File: config.mk
export PLATFORM = sky130hd
export DESIGN_NAME = sorted_priority_queue
export DESIGN_NICKNAME = d
export VERILOG_FILES = /design/src/rtl/spq_pkg.sv /design/src/rtl/spq_cell.sv /design/src/rtl/sorted_priority_queue.sv
export SDC_FILE = /design/constraint.sdc
export NUM_CORES = 2
export LEC_CHECK = 0
export ABC_AREA = 1
export BUFFER_PORTS_ARGS = -buffer_cell sky130_fd_sc_hd__buf_4
export CORE_ASPECT_RATIO = 1.5
export CORE_MARGIN = 2
export CORE_UTILIZATION = 64
export CTS_CLUSTER_DIAMETER = 80
export DETAILED_ROUTE_END_ITERATION = 10
export PLACE_DENSITY = 0.81
export SYNTH_ARGS = -nofsm -noshare
export SYNTH_HDL_FRONTEND = slang
export SYNTH_HIERARCHICAL = 1
export SYNTH_SLANG_ARGS = --single-unit
export TNS_END_PERCENT = 10
File: constraint.sdc
create_clock -name clock -period 4.4 [get_ports clock]
set_input_delay 0.88 -clock clock [delete_from_list [all_inputs] [get_ports clock]]
set_output_delay 0.88 -clock clock [all_outputs]
set_load 0.05 [all_outputs]
File: src/rtl/spq_pkg.sv
// Shared types, widths and codes for the sorted priority queue.
`default_nettype none

package spq_pkg;

   localparam int CAPACITY_DEF = 16;

   localparam int VALUE_W = 32;
   localparam int PRIO_W = 16;
   localparam int OCC_W = 5;
   localparam int STATUS_W = 2;

   localparam int REQ_DATA_W = 48;
   localparam int RSP_DATA_W = 56;
   localparam int RSP_USED_W = VALUE_W + PRIO_W + OCC_W;

   localparam logic CMD_INSERT = 1'b0;
   localparam logic CMD_REMOVE = 1'b1;

   typedef enum logic [STATUS_W-1:0] {
      STATUS_OK        = 2'd0,
      STATUS_OVERFLOW  = 2'd1,
      STATUS_UNDERFLOW = 2'd2
   } status_type;

   typedef struct packed {
      logic               valid;
      logic [VALUE_W-1:0] item_value;
      logic [PRIO_W-1:0]  item_priority;
   } cell_type;

   typedef struct packed {
      logic               insert;
      logic               remove;
      logic [VALUE_W-1:0] item_value;
      logic [PRIO_W-1:0]  item_priority;
   } op_type;

endpackage

`default_nettype wire

File: src/rtl/spq_cell.sv
// One slot of the sorted queue: holds an entry and shifts with its neighbors.
`default_nettype none

module spq_cell (
   input  wire logic              clock,
   input  wire logic              reset,
   input  wire spq_pkg::op_type   op,
   input  wire spq_pkg::cell_type left_cell,
   input  wire logic              left_hold,
   input  wire spq_pkg::cell_type right_cell,
   output spq_pkg::cell_type      cell_state,
   output logic                   cell_hold
);

   logic                        valid_ff;
   logic                        valid_in;
   logic [spq_pkg::VALUE_W-1:0] value_ff;
   logic [spq_pkg::VALUE_W-1:0] value_in;
   logic [spq_pkg::PRIO_W-1:0]  prio_ff;
   logic [spq_pkg::PRIO_W-1:0]  prio_in;

   assign cell_hold = valid_ff && (prio_ff <= op.item_priority);

   always_comb begin
      priority if (op.remove) begin
         valid_in = right_cell.valid;
         value_in = right_cell.item_value;
         prio_in  = right_cell.item_priority;
      end else if (op.insert && !cell_hold) begin
         if (left_hold) begin
            valid_in = 1'b1;
            value_in = op.item_value;
            prio_in  = op.item_priority;
         end else begin
            valid_in = left_cell.valid;
            value_in = left_cell.item_value;
            prio_in  = left_cell.item_priority;
         end
      end else begin
         valid_in = valid_ff;
         value_in = value_ff;
         prio_in  = prio_ff;
      end
   end

   always_ff @(posedge clock) begin
      if (reset) begin
         valid_ff <= 1'b0;
      end else begin
         valid_ff <= valid_in;
      end
   end

   always_ff @(posedge clock) begin
      value_ff <= value_in;
      prio_ff  <= prio_in;
   end

   assign cell_state = '{valid: valid_ff, item_value: value_ff, item_priority: prio_ff};

endmodule

`default_nettype wire

File: src/rtl/sorted_priority_queue.sv
// Sorted priority queue: a row of cells kept in ascending priority order.
`default_nettype none

// Bounded queue of value and priority pairs; a lower priority number leaves first and
// equal priorities leave in arrival order. Each request word is an insert or a remove;
// every word yields exactly one response word, valid in the cycle after it is accepted. All cells
// compare the new priority against their own entry and shift left or right in the same
// cycle, so one word is taken per clock; only a stalled response slows the input. An
// insert into a full queue answers overflow, a remove from an empty queue underflow,
// both leaving the queue unchanged. Occupancy carries the low 5 bits of the entry count.
module sorted_priority_queue #(
   parameter int CAPACITY = spq_pkg::CAPACITY_DEF
) (
   input  wire logic                           clock,
   input  wire logic                           reset,
   input  wire logic                           req_tvalid,
   output logic                                req_tready,
   // [31:0] item_value, [47:32] item_priority
   input  wire logic [spq_pkg::REQ_DATA_W-1:0] req_tdata,
   // [0] command
   input  wire logic                           req_tuser,
   output logic                                rsp_tvalid,
   input  wire logic                           rsp_tready,
   // [31:0] out_value, [47:32] out_priority, [52:48] occupancy, [55:53] zero
   output logic [spq_pkg::RSP_DATA_W-1:0]      rsp_tdata,
   // [1:0] status
   output logic [spq_pkg::STATUS_W-1:0]        rsp_tuser
);

   localparam int CNT_W = $clog2(CAPACITY + 1);

   spq_pkg::cell_type cells [CAPACITY];
   logic              holds [CAPACITY];
   spq_pkg::op_type   op;

   logic                          accept;
   logic                          is_remove;
   logic                          full;
   logic                          empty;
   spq_pkg::status_type           status;
   logic [CNT_W-1:0]              count_ff;
   logic [CNT_W-1:0]              count_in;
   logic                          rsp_valid_ff;
   logic                          rsp_valid_in;
   logic [spq_pkg::RSP_DATA_W-1:0] rsp_data_ff;
   logic [spq_pkg::RSP_DATA_W-1:0] rsp_data_in;
   logic [spq_pkg::STATUS_W-1:0]  rsp_user_ff;
   logic [spq_pkg::STATUS_W-1:0]  rsp_user_in;
   logic [spq_pkg::VALUE_W-1:0]   out_value;
   logic [spq_pkg::PRIO_W-1:0]    out_prio;

   assign req_tready = !rsp_valid_ff || rsp_tready;
   assign accept     = req_tvalid && req_tready;
   assign is_remove  = (req_tuser == spq_pkg::CMD_REMOVE);
   assign full       = cells[CAPACITY-1].valid;
   assign empty      = !cells[0].valid;

   assign op.insert        = accept && !is_remove && !full;
   assign op.remove        = accept && is_remove && !empty;
   assign op.item_value    = req_tdata[spq_pkg::VALUE_W-1:0];
   assign op.item_priority = req_tdata[spq_pkg::VALUE_W +: spq_pkg::PRIO_W];

   for (genvar i = 0; i < CAPACITY; i++) begin : g_cell
      spq_pkg::cell_type left_cell;
      spq_pkg::cell_type right_cell;
      logic              left_hold;

      if (i == 0) begin : g_head
         assign left_cell = '{valid: 1'b1, item_value: '0, item_priority: '0};
         assign left_hold = 1'b1;
      end else begin : g_body
         assign left_cell = cells[i-1];
         assign left_hold = holds[i-1];
      end

      if (i == CAPACITY - 1) begin : g_tail
         assign right_cell = '{valid: 1'b0, item_value: '0, item_priority: '0};
      end else begin : g_mid
         assign right_cell = cells[i+1];
      end

      spq_cell u_cell (
         .clock      (clock),
         .reset      (reset),
         .op         (op),
         .left_cell  (left_cell),
         .left_hold  (left_hold),
         .right_cell (right_cell),
         .cell_state (cells[i]),
         .cell_hold  (holds[i])
      );
   end

   always_comb begin
      priority if (op.insert) begin
         count_in = count_ff + CNT_W'(1);
      end else if (op.remove) begin
         count_in = count_ff - CNT_W'(1);
      end else begin
         count_in = count_ff;
      end
   end

   always_comb begin
      status   = spq_pkg::STATUS_OK;
      out_value = '0;
      out_prio  = '0;
      if (is_remove) begin
         if (empty) begin
            status = spq_pkg::STATUS_UNDERFLOW;
         end else begin
            out_value = cells[0].item_value;
            out_prio  = cells[0].item_priority;
         end
      end else if (full) begin
         status = spq_pkg::STATUS_OVERFLOW;
      end
   end

   always_comb begin
      rsp_data_in  = rsp_data_ff;
      rsp_user_in  = rsp_user_ff;
      priority if (accept) begin
         rsp_valid_in = 1'b1;
         rsp_data_in  = spq_pkg::RSP_DATA_W'({spq_pkg::OCC_W'(count_in), out_prio, out_value});
         rsp_user_in  = status;
      end else if (rsp_tready) begin
         rsp_valid_in = 1'b0;
      end else begin
         rsp_valid_in = rsp_valid_ff;
      end
   end

   always_ff @(posedge clock) begin
      if (reset) begin
         count_ff     <= '0;
         rsp_valid_ff <= 1'b0;
      end else begin
         count_ff     <= count_in;
         rsp_valid_ff <= rsp_valid_in;
      end
   end

   always_ff @(posedge clock) begin
      rsp_data_ff <= rsp_data_in;
      rsp_user_ff <= rsp_user_in;
   end

   assign rsp_tvalid = rsp_valid_ff;
   assign rsp_tdata  = rsp_data_ff;
   assign rsp_tuser  = rsp_user_ff;

endmodule

`default_nettype wire

Word-level counts from Yosys, hierarchy flattened
Cells that the tools add are included.
Widths: inputs -> output; s select.
- output and inout port bits: 60
- input port bits: 53
- register bits after elaboration: 845
- add/subtract/negate cells: 2
- muxes and demuxes: 142
- reductions and logical operators: 75
- $lt $le $gt $ge: 16
- operator list (operator ; number):
    $mux 32 ; 45
    $mux 16 ; 45
    $le 16x16->1 ; 16
    $mux 1 ; 48
    $logic_and 1x1->1 ; 37
    $reduce_bool 2->1 ; 16
    $logic_not 1->1 ; 19
    $mux 5 ; 2
    $add 5x1->5 const B ; 1
    $sub 5x1->5 const B ; 1
    $mux 2 ; 2
    $reduce_and 2->1 ; 1
    $reduce_or 2->1 ; 1
    $logic_or 1x1->1 ; 1

Longest topological paths before layout
- depth in word-level cells: 8
- depth in mapped cells: 19

Cells and area by module
The synthesis kept the hierarchy.
- modules (own cells, without submodules) (module ; times used ; cells each ; area an instance (um2)):
    spq_cell at g_cell[0].u_cell ... ; 9 ; 349 ; 2920.3
    spq_cell at g_cell[3].u_cell ... ; 7 ; 349 ; 2940.3
    sorted_priority_queue ; 1 ; 231 ; 2507.4

Worst setup path before layout
No wires, ideal clock.
- kind: input to register
- start: input rsp_tready
- end: register g_cell[0].u_cell/prio_ff[0] (netlist name) (enable)
- stages: 6
- path slack: 611 ps
- path buffers: 0
- required time: 4015 ps
- data arrival time: 3404 ps
- library setup time: 385 ps
- cells stage by stage: inv_2 a21oi_4 nand2_1 inv_2 nand2_2 nand2_2
- RTL lines (element ; RTL line ; text):
    start, declared ; sorted_priority_queue.sv:23 ; input wire logic rsp_tready,
    end signal, assigned ; spq_cell.sv:56 ; prio_ff <= prio_in;
    end, declared ; spq_cell.sv:19 ; logic [spq_pkg::PRIO_W-1:0] prio_ff;

==> summary.txt <==
Status = complete, no violations
Routed vias/inst = 6.13
Die Wd = 231 um
Clk root buf = clkbuf_16
Core ar. = 0.0763 mm^2
Syn-to-layout area delta = 7.64%
Sink Count = 845
Dpl hpwl = 91700 um
# hold bufs at CTS = 0
# IOs = 113
Crit path DAT = 3.33 ns
Kind of critical path = reg2reg
DR vias = 42245
ANT nets after route = 0
Post-Route WL = 134000 um
# H-tree levels = 3
Net count reported at finish = 6129
Mapped cell area = 0.0494 mm^2
Starting Density = 64.7%
CTS tree = done
Worst path required time = 4.75 ns
Synthesized area per cell = 8.49 um^2
Worst Path Max Fanout = 51
Drc violations = 0
Initial antenna violation count = 0
Global Route Usage Sum = 32.9%
RSZ-0062 raised after global routing = false
Final-report hold violation count = 0
Setup Fix Bufs, Post-CTS = 0
Ant diodes = 0
Worst path max stage delay = 0.54 ns
Setup_tns = 0 ns
Grt total ovfl = 0
Synth warnings = 6
Inserted Clock Buffers = 81
Clk Latency, worst-skew pair = 0.65 ns
Minimum clock period = 2.99 ns
Largest net degree at the start of global routing = 176
Final setup fails = 0
GP Congestion = 0.848
Most common cell after layout, fill and taps aside = a21oi_1
Static leakage = 23.0 nW
Slew @ Worst Pin = 0.917 ns
Pwr Total = 20.8 mW
First-pass GRT wire length = 211000 um
# fillers = 6061
Critical path capture point type = flop
CP dominant cell by count = nand2_2
Clk_skew = 0.0125 ns
Fraction of layout cells with a size suffix above 1 = 7.80%
Clock slew at reported path FFs = 0.07 ns
Max_slew headroom = 38.9%
First-pass DRT Iterations = 5
Initial DRC Count = 4713
PD cells = 392 mW/mm^2
Crit-path slowest cell = dfxtp_1
Max cap viols = 0
Die height = 344 um
Total die area = 0.0794 mm^2
FMAX = 335 MHz
Port-buffer cells = 109
Period utilization = 67.9%
CTS resizes = 0
Wirelength per Cell = 19.5 um
Post-synthesis instance total = 5814
CP cell instances = nand2_2 -> nor2_8 -> buf_4 -> inv_2 -> nand2_2 -> buf_12
Clock buffer depth = 3
Worst VDD drop = 0.000334 V
Slew Viols, Final = 0
Worst hold path type = reg2reg
CP startpoint kind = flop
Most frequent cells in the layout = a21oi_1 (1604), nand2_1 (1124), nor2_1 (902)
Row count = 124
Vias in the first global route = 42940
[worst paths after layout]
check        slack (ns)                       from                             to  cells past startpoint
max                1.41  g_cell[0].u_cell/valid_ff  g_cell[2].u_cell/value_ff[13]                      6
min                0.53                count_ff[4]                    count_ff[4]                      3
max reg2reg        1.41  g_cell[0].u_cell/valid_ff  g_cell[2].u_cell/value_ff[13]                      6
min reg2reg        0.53                count_ff[4]                    count_ff[4]                      3
[worst max-delay path: cells and delay by family, from the launching register on]
kind / cells / cell delay [ns]
simple gates: 3 / 1.17
buf+inv: 3 / 0.92
flops: 1 / 0.54
[metal layers]
metal | GRT usage (%) | share of wire (%)
met5 | 0 | 0
met4 | 19.2 | 6.0
met3 | 3.34 | 5.3
met2 | 60.8 | 53
met1 | 36.8 | 36
[through the flow]
step                      util (%)  instance area (um^2)  hold slack, ns  instances  setup slack, ns
after floorplan                  -                 49800           0.491       5917            0.611
after global placement        66.3                 50600           0.507       6743            0.985
after detailed placement      66.3                 50600           0.520       6743            0.876
after CTS                     69.6                 53100           0.524       6891             1.47
after global routing          69.6                 53100           0.542       6891             1.23
final                         69.6                 53100           0.533       6891             1.41
[state kept, by name, indices dropped and copies added, names as in the netlist]
name,count
g_cell.u_cell/value_ff,512
g_cell.u_cell/prio_ff,256
rsp_tdata,53
g_cell.u_cell/valid_ff,16
count_ff,5
rsp_tuser,2
rsp_tvalid,1
[area by class of cell]
| type | instances | area (um^2) | area share [%] |
|---|---|---|---|
| multi-input combinational | 4235 | 20900 | 39.3 |
| tap | 1008 | 1260 | 2.37 |
| sequential | 845 | 25200 | 47.3 |
| inverter | 477 | 1840 | 3.47 |
| clock buffer | 109 | 2210 | 4.17 |
| clock inverter | 39 | 323 | 0.607 |
| timing repair buffer | 178 | 1460 | 2.75 |
[power breakdown]
part           leakage (nW)  total (mW)  internal, mW  switching, mW
logic                  13.9        3.48          1.16           2.31
registers              7.89        10.4          9.85          0.516
clock network          1.23        6.97          3.83           3.14
(Power assumes the default switching activity.)
